## config.mk

```make
export PLATFORM = sky130hd
export DESIGN_NAME = sync_frame_parser_fletcher8
export DESIGN_NICKNAME = d
export VERILOG_FILES = /design/src/rtl/sfp_pkg.sv /design/src/rtl/sfp_in_stage.sv /design/src/rtl/sfp_core.sv /design/src/rtl/sfp_out_stage.sv /design/src/rtl/sync_frame_parser_fletcher8.sv
export SDC_FILE = /design/constraint.sdc
export NUM_CORES = 1
export LEC_CHECK = 0
export ABC_AREA = 1
export BUFFER_PORTS_ARGS = -buffer_cell sky130_fd_sc_hd__buf_2
export CORE_UTILIZATION = 50
export CTS_CLUSTER_SIZE = 40
export DETAILED_ROUTE_END_ITERATION = 12
export PLACE_DENSITY_LB_ADDON = 0.2
export SKIP_CTS_REPAIR_TIMING = 1
export SLEW_MARGIN = 20
export SYNTH_ARGS = -nofsm -noshare
export SYNTH_HDL_FRONTEND = slang
export SYNTH_SLANG_ARGS = --single-unit
```

## constraint.sdc

```tcl
create_clock -name clk -period 6.6 [get_ports clk]
set_input_delay 0.66 -clock clk [delete_from_list [all_inputs] [get_ports clk]]
set_output_delay 0.66 -clock clk [all_outputs]
set_load 0.02 [all_outputs]
```

## src/rtl/sfp_pkg.sv

```systemverilog
`default_nettype none

package sfp_pkg;

  localparam logic [7:0] SYNC_FIRST  = 8'h23;
  localparam logic [7:0] SYNC_SECOND = 8'h3E;
  localparam logic [7:0] ID_FIRST    = 8'h06;
  localparam logic [7:0] ID_SECOND   = 8'h21;

  localparam logic [7:0] LENGTH_RESET = 8'd81;

  localparam logic [2:0] EV_HUNT     = 3'd0;
  localparam logic [2:0] EV_PROGRESS = 3'd1;
  localparam logic [2:0] EV_PAYLOAD  = 3'd2;
  localparam logic [2:0] EV_GOOD     = 3'd3;
  localparam logic [2:0] EV_ERROR    = 3'd4;

  localparam logic [2:0] ERR_NONE = 3'd0;
  localparam logic [2:0] ERR_SYNC = 3'd1;
  localparam logic [2:0] ERR_ID   = 3'd2;
  localparam logic [2:0] ERR_LEN  = 3'd3;
  localparam logic [2:0] ERR_CHK  = 3'd4;

  typedef struct packed {
    logic [2:0] event_res;
    logic [2:0] error_kind;
    logic [7:0] data_byte;
    logic [7:0] payload_index;
    logic       last_payload;
  } result_t;

endpackage

`default_nettype wire

```

## src/rtl/sfp_in_stage.sv

```systemverilog
`default_nettype none

module sfp_in_stage
  import sfp_pkg::*;
(
  input  wire logic       clk,
  input  wire logic       rst,
  input  wire logic       in_valid,
  output logic            in_stall,
  input  wire logic [7:0] rx_byte,
  input  wire logic       advance,
  output logic            fire,
  output logic [7:0]      held_byte
);

  logic held_valid;

  assign in_stall = held_valid && !advance;
  assign fire     = held_valid && advance;

  always_ff @(posedge clk) begin
    if (rst) begin
      held_valid <= 1'b0;
    end else if (!in_stall) begin
      held_valid <= in_valid;
    end
  end

  always_ff @(posedge clk) begin
    if (in_valid && !in_stall) begin
      held_byte <= rx_byte;
    end
  end

endmodule

`default_nettype wire

```

## src/rtl/sfp_core.sv

```systemverilog
`default_nettype none

module sfp_core
  import sfp_pkg::*;
(
  input  wire logic       clk,
  input  wire logic       rst,
  input  wire logic       fire,
  input  wire logic [7:0] held_byte,
  input  wire logic [7:0] expected_length,
  output result_t         result
);

  typedef enum logic [4:0] {
    PH_HUNT = 5'b00001,
    PH_ID   = 5'b00010,
    PH_LEN  = 5'b00100,
    PH_PAY  = 5'b01000,
    PH_CHK  = 5'b10000
  } phase_t;

  phase_t     phase, phase_next;
  logic       second_byte_flag, second_byte_flag_next;
  logic [7:0] length_low_byte, length_low_byte_next;
  logic [7:0] payload_count, payload_count_next;
  logic [7:0] sum_a, sum_a_next;
  logic [7:0] sum_b, sum_b_next;
  logic [7:0] acc_a;
  logic [7:0] acc_b;
  logic [8:0] count_plus;

  assign acc_a      = sum_a + held_byte;
  assign acc_b      = sum_b + acc_a;
  assign count_plus = {1'b0, payload_count} + 9'd1;

  always_comb begin
    phase_next            = phase;
    second_byte_flag_next = second_byte_flag;
    length_low_byte_next  = length_low_byte;
    payload_count_next    = payload_count;
    sum_a_next            = sum_a;
    sum_b_next            = sum_b;
    result                = '0;
    unique case (phase)
      PH_HUNT: begin
        sum_a_next = '0;
        sum_b_next = '0;
        if (!second_byte_flag) begin
          if (held_byte == SYNC_FIRST) begin
            second_byte_flag_next = 1'b1;
            result.event_res      = EV_PROGRESS;
          end
        end else if (held_byte == SYNC_SECOND) begin
          second_byte_flag_next = 1'b0;
          phase_next            = PH_ID;
          result.event_res      = EV_PROGRESS;
        end else begin
          result.event_res      = EV_ERROR;
          result.error_kind     = ERR_SYNC;
          second_byte_flag_next = 1'b0;
          payload_count_next    = '0;
        end
      end
      PH_ID: begin
        sum_a_next = acc_a;
        sum_b_next = acc_b;
        if (held_byte == (second_byte_flag ? ID_SECOND : ID_FIRST)) begin
          result.event_res      = EV_PROGRESS;
          second_byte_flag_next = !second_byte_flag;
          if (second_byte_flag) begin
            phase_next = PH_LEN;
          end
        end else begin
          result.event_res      = EV_ERROR;
          result.error_kind     = ERR_ID;
          phase_next            = PH_HUNT;
          second_byte_flag_next = 1'b0;
          payload_count_next    = '0;
          sum_a_next            = '0;
          sum_b_next            = '0;
        end
      end
      PH_LEN: begin
        sum_a_next = acc_a;
        sum_b_next = acc_b;
        if (!second_byte_flag) begin
          length_low_byte_next  = held_byte;
          second_byte_flag_next = 1'b1;
          result.event_res      = EV_PROGRESS;
        end else if (held_byte == 8'd0 && length_low_byte == expected_length) begin
          second_byte_flag_next = 1'b0;
          payload_count_next    = '0;
          phase_next            = (expected_length == 8'd0) ? PH_CHK : PH_PAY;
          result.event_res      = EV_PROGRESS;
        end else begin
          result.event_res      = EV_ERROR;
          result.error_kind     = ERR_LEN;
          phase_next            = PH_HUNT;
          second_byte_flag_next = 1'b0;
          payload_count_next    = '0;
          sum_a_next            = '0;
          sum_b_next            = '0;
        end
      end
      PH_PAY: begin
        sum_a_next           = acc_a;
        sum_b_next           = acc_b;
        result.event_res     = EV_PAYLOAD;
        result.data_byte     = held_byte;
        result.payload_index = payload_count;
        if (count_plus >= {1'b0, expected_length}) begin
          result.last_payload   = 1'b1;
          payload_count_next    = '0;
          second_byte_flag_next = 1'b0;
          phase_next            = PH_CHK;
        end else begin
          payload_count_next = count_plus[7:0];
        end
      end
      PH_CHK: begin
        if (held_byte == (second_byte_flag ? sum_b : sum_a)) begin
          if (second_byte_flag) begin
            result.event_res      = EV_GOOD;
            phase_next            = PH_HUNT;
            second_byte_flag_next = 1'b0;
            payload_count_next    = '0;
            sum_a_next            = '0;
            sum_b_next            = '0;
          end else begin
            second_byte_flag_next = 1'b1;
            result.event_res      = EV_PROGRESS;
          end
        end else begin
          result.event_res      = EV_ERROR;
          result.error_kind     = ERR_CHK;
          phase_next            = PH_HUNT;
          second_byte_flag_next = 1'b0;
          payload_count_next    = '0;
          sum_a_next            = '0;
          sum_b_next            = '0;
        end
      end
      default: begin
        phase_next            = PH_HUNT;
        second_byte_flag_next = 1'b0;
        payload_count_next    = '0;
        sum_a_next            = '0;
        sum_b_next            = '0;
      end
    endcase
  end

  always_ff @(posedge clk) begin
    if (rst) begin
      phase            <= PH_HUNT;
      second_byte_flag <= 1'b0;
      length_low_byte  <= '0;
      payload_count    <= '0;
      sum_a            <= '0;
      sum_b            <= '0;
    end else if (fire) begin
      phase            <= phase_next;
      second_byte_flag <= second_byte_flag_next;
      length_low_byte  <= length_low_byte_next;
      payload_count    <= payload_count_next;
      sum_a            <= sum_a_next;
      sum_b            <= sum_b_next;
    end
  end

`ifndef SYNTH
  a_err_on_error_event: assert property (@(posedge clk) disable iff (rst)
    fire |-> ((result.error_kind != ERR_NONE) == (result.event_res == EV_ERROR)))
    else $error("error kind disagrees with event");

  a_error_returns_hunt: assert property (@(posedge clk) disable iff (rst)
    (fire && result.event_res == EV_ERROR) |=>
      (phase == PH_HUNT && sum_a == 8'd0 && sum_b == 8'd0))
    else $error("error did not return to hunting");

  a_last_enters_check: assert property (@(posedge clk) disable iff (rst)
    (fire && result.last_payload) |=> (phase == PH_CHK && !second_byte_flag))
    else $error("last payload byte did not enter checksum phase");
`endif

endmodule

`default_nettype wire

```

## src/rtl/sfp_out_stage.sv

```systemverilog
`default_nettype none

module sfp_out_stage
  import sfp_pkg::*;
(
  input  wire logic  clk,
  input  wire logic  rst,
  input  wire logic  fire,
  input  wire logic  held_valid,
  input  result_t    result,
  output logic       advance,
  output logic       out_valid,
  input  wire logic  out_stall,
  output result_t    out_result
);

  assign advance = !out_valid || !out_stall;

  always_ff @(posedge clk) begin
    if (rst) begin
      out_valid <= 1'b0;
    end else if (advance) begin
      out_valid <= held_valid;
    end
  end

  always_ff @(posedge clk) begin
    if (fire) begin
      out_result <= result;
    end
  end

endmodule

`default_nettype wire

```

## src/rtl/sync_frame_parser_fletcher8.sv

```systemverilog
// Frame parser for a byte stream: hunts for sync 0x23 0x3E, checks ID 0x06 0x21 and a
// little-endian length against expected_length, passes payload bytes out with their index,
// then checks two Fletcher-style bytes; one result per received byte. A byte is taken every
// cycle unless in_stall is high; each goes through an input register, then the parser state
// update into a result register that presents its result. Stalls on the output back
// up through both registers; expected_length is to be written only while the parser is idle,
// which the block itself does not enforce, and cfg_ready is always high.
`default_nettype none

module sync_frame_parser_fletcher8
  import sfp_pkg::*;
(
  input  wire logic       clk,
  input  wire logic       rst,
  input  wire logic       cfg_valid,
  output logic            cfg_ready,
  input  wire logic [7:0] cfg_data,
  input  wire logic       in_valid,
  output logic            in_stall,
  input  wire logic [7:0] rx_byte,
  output logic            out_valid,
  input  wire logic       out_stall,
  output logic [2:0]      event_res,
  output logic [2:0]      error_kind,
  output logic [7:0]      data_byte,
  output logic [7:0]      payload_index,
  output logic            last_payload
);

  logic       advance;
  logic       fire;
  logic [7:0] held_byte;
  logic [7:0] expected_length;
  result_t    result;
  result_t    out_result;

  assign cfg_ready = 1'b1;

  always_ff @(posedge clk) begin
    if (rst) begin
      expected_length <= LENGTH_RESET;
    end else if (cfg_valid && cfg_ready) begin
      expected_length <= cfg_data;
    end
  end

  sfp_in_stage u_in_stage (
    .clk       (clk),
    .rst       (rst),
    .in_valid  (in_valid),
    .in_stall  (in_stall),
    .rx_byte   (rx_byte),
    .advance   (advance),
    .fire      (fire),
    .held_byte (held_byte)
  );

  sfp_core u_core (
    .clk             (clk),
    .rst             (rst),
    .fire            (fire),
    .held_byte       (held_byte),
    .expected_length (expected_length),
    .result          (result)
  );

  sfp_out_stage u_out_stage (
    .clk        (clk),
    .rst        (rst),
    .fire       (fire),
    .held_valid (fire),
    .result     (result),
    .advance    (advance),
    .out_valid  (out_valid),
    .out_stall  (out_stall),
    .out_result (out_result)
  );

  assign event_res     = out_result.event_res;
  assign error_kind    = out_result.error_kind;
  assign data_byte     = out_result.data_byte;
  assign payload_index = out_result.payload_index;
  assign last_payload  = out_result.last_payload;

endmodule

`default_nettype wire
```

== Word-level counts from Yosys, hierarchy flattened ==
Index checks and enable logic that the tools add are counted.

* Register bits after elaboration: 79
* Bits of input ports: 21
* Output and inout port bits: 26

* Add/subtract/negate cells: 3
* $lt $le $gt $ge: 1
* Equality and inequality tests: 18
* Mux-type cells: 54
* Bitwise logic cells: 1
* Reductions and logical operators: 17

{| class="wikitable"
|+ Operators by type and width
! operator !! number
|-
| 2-to-1 mux 8 bit || 15
|-
| one-hot mux 8 bit (4 select lines) || 2
|-
| 2-to-1 mux 5 bit || 10
|-
| one-hot mux 8 bit (5 select lines) || 1
|-
| 2-to-1 mux 3 bit || 9
|-
| one-hot mux 5 bit (5 select lines) || 1
|-
| equality test 8 bit || 3
|-
| adder 8 bit || 2
|-
| equality test 8 x 6 -> 1 bit (second input constant) || 2
|-
| zero test 8 bit || 2
|-
| one-hot mux 3 bit (5 select lines) || 1
|-
| one-hot mux 3 bit (4 select lines) || 1
|-
| adder 8 x 1 -> 9 bit (second input constant) || 1
|-
| greater-or-equal comparator 9 x 8 -> 1 bit || 1
|-
| 2-to-1 mux 1 bit || 9
|-
| inequality test 2 x 1 -> 1 bit (second input constant) || 4
|-
| AND reduction 7 bit || 1
|-
| 2-to-1 mux 2 bit || 3
|-
| 2-to-1 mux 6 bit || 1
|-
| inequality test 3 x 2 -> 1 bit (second input constant) || 2
|-
| equality test 5 x 1 -> 1 bit (second input constant) || 1
|-
| equality test 5 x 2 -> 1 bit (second input constant) || 1
|-
| equality test 5 x 3 -> 1 bit (second input constant) || 1
|-
| equality test 5 x 4 -> 1 bit (second input constant) || 1
|-
| other kinds (10) || 19
|}

== Depth between registers and ports, before layout ==
* Depth after elaboration: 6
* Mapped depth: 17
* Gate-level depth less buffers: 17

== Cells and area by module ==
Synthesis repeated with hierarchy kept, for this count alone.

* Cells, all modules: 617
* Area total of the unflattened synthesis: 4626.9 µm²

{| class="wikitable"
|+ Modules (own cells, without submodules)
! module !! times used !! cells each !! area an instance (µm²) !! seq. area each (µm²)
|-
| sfp_core || 1 || 526 || 3279.4 || 760.7
|-
| sfp_out_stage || 1 || 27 || 729.4 || 710.7
|-
| sync_frame_parser_fletcher8 || 1 || 47 || 321.6 || 160.2
|-
| sfp_in_stage || 1 || 17 || 296.5 || 260.2
|}

== Worst setup path before layout ==
OpenSTA, ideal clock, no wires.

* Path type: input-to-reg
* Start: input out_stall
* End: register u_core.phase[1]
* Setup time: 113 ps
* Data arrival time: 2729 ps
* Data required time: 6487 ps
* Slack: 3758 ps
* Cell stages on the path: 8
* Path buffers: 0
* Path through: nand2_1 -> inv_1 -> nor2_1 -> nand2_1 -> nor2_2 -> nand2_1 -> nand2_1 -> nor2_1

* Word-level cells in the longest chain between the ends: 4

{| class="wikitable"
|+ Ends and longest elaborated chain
! item !! RTL line !! RTL
|-
| start: declaration || sync_frame_parser_fletcher8.sv:22 || <nowiki>input wire logic out_stall,</nowiki>
|-
| zero test 1 bit || sfp_out_stage.sv:17 || <nowiki>assign advance = !out_valid || !out_stall;</nowiki>
|-
| logical OR 1 bit || sfp_out_stage.sv:17 ||
|-
| logical AND 1 bit || sfp_in_stage.sv:19 || <nowiki>assign fire = held_valid && advance;</nowiki>
|-
| net fire || sync_frame_parser_fletcher8.sv:31 || <nowiki>logic fire;</nowiki>
|-
| AND reduction 7 bit (no line) || -- ||
|-
| end signal: assignment || sfp_core.sv:162 || <nowiki>phase <= phase_next;</nowiki>
|-
| end: declaration || sfp_core.sv:22 || <nowiki>phase_t phase, phase_next;</nowiki>
|}

The timed path passes the listed nets, and every way through them passes these cells.
A chain may end at the register's enable or synchronous reset.

== Worst setup path after layout ==
* Start: register u_in_stage.held_byte[0]
* End: register u_core.sum_b[7]

* Word-level cells in the longest chain between the ends: 5

{| class="wikitable"
|+ Ends and longest elaborated chain
! item !! RTL line !! RTL
|-
| start: declaration || sfp_in_stage.sv:13 || <nowiki>output logic [7:0] held_byte</nowiki>
|-
| start signal: assignment || sfp_in_stage.sv:31 || <nowiki>held_byte <= rx_byte;</nowiki>
|-
| adder 8 bit or zero test 8 bit (tied branches) || sfp_core.sv:32, sfp_core.sv:90 ||
|-
| adder 8 bit or logical AND 1 bit (tied branches) || sfp_core.sv:33, sfp_core.sv:90 ||
|-
| 2-to-1 mux 8 bit || sfp_core.sv:90 || <nowiki>end else if (held_byte == 8'd0 && length_low_byte == expected_length) begin</nowiki>
|-
| 2-to-1 mux 8 bit || sfp_core.sv:86 || <nowiki>if (!second_byte_flag) begin</nowiki>
|-
| one-hot mux 8 bit (4 select lines) || sfp_core.sv:44 || <nowiki>unique case (phase)</nowiki>
|-
| end signal: assignment || sfp_core.sv:167 || <nowiki>sum_b <= sum_b_next;</nowiki>
|-
| end: declaration || sfp_core.sv:27 || <nowiki>logic [7:0] sum_b, sum_b_next;</nowiki>
|}

Several ways; a longest one is shown, not always the timed one.

==> flow_summary.json <==
{
  "routed_wl_mm": 10.41,
  "dp_hpwl_mm": 7.751,
  "critPathMaxStageDelay_ns": 0.52,
  "crit_path_start_kind": "register",
  "synth_top_family_by_area": "simple AND/OR/NAND/NOR gates",
  "tightestPinTransition_ns": 0.8237,
  "crit_slowest_cell": "edfxtp_1",
  "worstReg2RegEnd": "u_core.sum_b[7]",
  "skew_ns": 0.01390,
  "diodes": 0,
  "yosys.cell_types.count": 44,
  "clk_pin_slew_ns": 0.09,
  "antenna_found_initial": 0,
  "grt_pass1_wl_mm": 17.48,
  "ys_ff_latch": 79,
  "use_met2_pct": 34.72,
  "end_kind": "register",
  "final_layout_size_suffix_gt1_share_pct": 17.58,
  "status": "complete, no violations",
  "core.rowCount": 35,
  "clock-sinks": 79,
  "final_hold_viol_count": 0,
  "postSynthAreaPerCell_um2": 7.695,
  "max_freq_mhz": 333.8,
  "rr_startpoint": "u_in_stage.held_byte[0]",
  "synthAdderAreaFrac_pct": 6.939,
  "fin_nets": 701,
  "drc": 0,
  "cts_tree": "done",
  "synthMuxAreaShare_pct": 0,
  "top_usage_layer": "met2",
  "gp_congestion": 0.9595,
  "wl_per_cell_um": 13.50,
  "clock_latency_ns": 0.35,
  "fin_setup_tns_ns": 0,
  "cp_data_arrival_time_ns": 3.27,
  "rsz0062_at_grt": "no",
  "final_cell_mix": "nand2_1 (149), inv_1 (81), nor2_1 (55)",
  "min_period_ns": 2.996,
  "die_area_um2": 9842,
  "placeableCoreArea_um2": 9196,
  "fin_crit_sh_pct": 45.40,
  "start_util_pct": 51.37,
  "yosysWarningCount": 0,
  "peakVddDrop_v": 0.0001345,
  "crit_top_cell": "a21oi_1",
  "hold_path.class": "register to register",
  "cts_buffers": 9,
  "power_density_nw_per_um2": 210.1,
  "synthSimpleGateAreaFrac_pct": 29.16,
  "stdcell_count": 771,
  "grt_max_degree": 30,
  "grt_overflow": 0,
  "min_to": "u_core.payload_count[3]",
  "htree_levels": 3,
  "boundaryPins": 47,
  "num-fill-cells": 900,
  "first_pass_iters": 5,
  "port_buffers": 45,
  "dp_cells": 755,
  "syn_nets": 660,
  "synth-compound-area-share_pct": 11.26,
  "path_class": "register to register",
  "syn_inst": 614,
  "final_common_cell": "nand2_1",
  "rrSetupSlack_ns": 3.60,
  "max_slew_margin_pct": 45.01,
  "min_path_cells": 2,
  "grt_pass1_vias": 3730,
  "grtUsageMet3_pct": 3.795,
  "worstPathMaxFanout": 8,
  "hp-start": "u_core.payload_count[3]",
  "crit_chain": "ha_1 > fa_1 > nand3_1 > nand2_1 > nand2_1 > nand2_1 > a21oi_1 > xnor2_1 > ha_1 > a21oi_1 > o21ai_0 > a21oi_1 > nand3b_1 > nand3_1 > a21oi_1",
  "gr-usage-met1_pct": 31.98,
  "setup_violations": 0,
  "synth_xor_area_share_pct": 3.151,
  "cts_buffer_depth": 2,
  "slew_viol_final": 0,
  "viasPerCell": 5.253,
  "clock-root-buffer": "clkbuf_8",
  "initialDrtViolationCount": 312,
  "die_w_um": 99.21,
  "required_ns": 6.88,
  "synth-seq-area-share_pct": 40.04,
  "die_h_um": 99.21,
  "ff2ff_path_depth": 15,
  "p_leak_nw": 2.336,
  "cap_violations": 0,
  "vias": 4050,
  "synth.cell_area_um2": 4725,
  "antenna_left": 0,
  "grt_usage_pct": 22.42,
  "syn2layout_area_growth_pct": 10.01
}
[routing by layer]
layer / routed length [um] / vias to the layer above
li1: - / 2080
met1: 5225 / 1843
met2: 4531 / 118
met3: 519 / 9
met4: 129 / 0
met5: 0 / -
[through the flow]
step	total power, W	setup slack, ns	util, %	cell area (um^2)	hold slack [ns]
2_1_floorplan	0.0006737	3.758	-	4725	0.4453
3_3_place_gp	0.0007067	3.756	54.14	4979	0.4530
3_5_place_dp	0.0007102	3.672	54.14	4979	0.4574
4_1_cts	0.001101	3.640	56.52	5197	0.4709
5_1_grt	0.001148	3.324	56.52	5197	0.4727
6_report	0.001092	3.604	56.52	5197	0.4732
[critical path: cells and delay by family, from the launching register on]
family	cells	cell delay, ns
AOI/OAI and AO/OA	5	0.73
xor gates and xnor gates	1	0.17
adders and majority gates	3	1.03
DFF	1	0.52
and+or+nand+nor	6	0.48
[area by class of cell]
type	count	area [um^2]	share of cell area (%)
Timing Repair Buffer	46	232.7	4.478
Clock inverter	4	52.55	1.011
Multi-Input combinational cell	433	2392	46.03
Sequential cell	79	1892	36.40
Tap cell	111	138.9	2.672
Inverter	86	322.8	6.211
Clock buffer	12	166.4	3.202
[cells in the mapped netlist, drive strengths merged]
cell | number | area share, %
nand2 | 164 | 14
inv | 86 | 6.8
nor2 | 64 | 5.8
a21oi | 56 | 7.0
dfxtp | 48 | 20
nand3 | 44 | 5.0
edfxtp | 31 | 20
o21ai | 25 | 2.6
ha | 23 | 6.1
nand4 | 13 | 1.9
buf | 9 | 2.0
xnor2 | 9 | 1.7
xor2 | 8 | 1.5
clkbuf | 7 | 0.56
nor3 | 5 | 0.64
or2 | 5 | 0.66
a31oi | 2 | 0.58
fa | 2 | 0.85
nand3b | 2 | 0.32
nor4 | 2 | 0.58
a21boi | 1 | 0.16
a21o | 1 | 0.16
conb | 1 | 0.079
nor3b | 1 | 0.16
o211ai | 1 | 0.16
o21a | 1 | 0.16
o31ai | 1 | 0.16
o41ai | 1 | 0.19
or3 | 1 | 0.13
[kinds of logic after synthesis]
group,after synthesis
AND/OR/NAND/NOR,301
buffers and inverters,102
AO/OA/AOI/OAI,89
flip-flops,79
adder cells (fa/ha/maj),25
XOR/XNOR,17
other,1
[how the worst max path moves through the flow]
stage,start,end,depth (start not counted)
5_1_grt,u_in_stage.held_byte[0],u_core.sum_b[7],15
6_report,u_in_stage.held_byte[0],u_core.sum_b[7],15
4_1_cts,u_in_stage.held_byte[0],u_core.sum_b[7],15
2_1_floorplan,out_stall,u_core.phase[1],8
3_5_place_dp,u_in_stage.held_byte[0],u_core.sum_b[7],15
3_3_place_gp,u_in_stage.held_byte[0],u_core.sum_b[7],15
[power breakdown]
part / switching (W) / leakage (nW) / internal (W)
Clock: 0.000182 / 0.112 / 0.000209
Sequential: 0.0000197 / 0.701 / 0.000525
Combinational: 0.000105 / 1.52 / 0.0000511
Total: 0.000307 / 2.34 / 0.000785
[flip-flops by register name, indices dropped and copies added (netlist names), 5 cells and up]
signal                  cells
u_core.sum_a                8
u_core.phase                5
u_core.length_low_byte      8
u_out_stage.out_result     23
expected_length             8
u_core.payload_count        8
u_core.sum_b                8
u_in_stage.held_byte        8
Note: power is estimated with default switching activity, not from simulation.
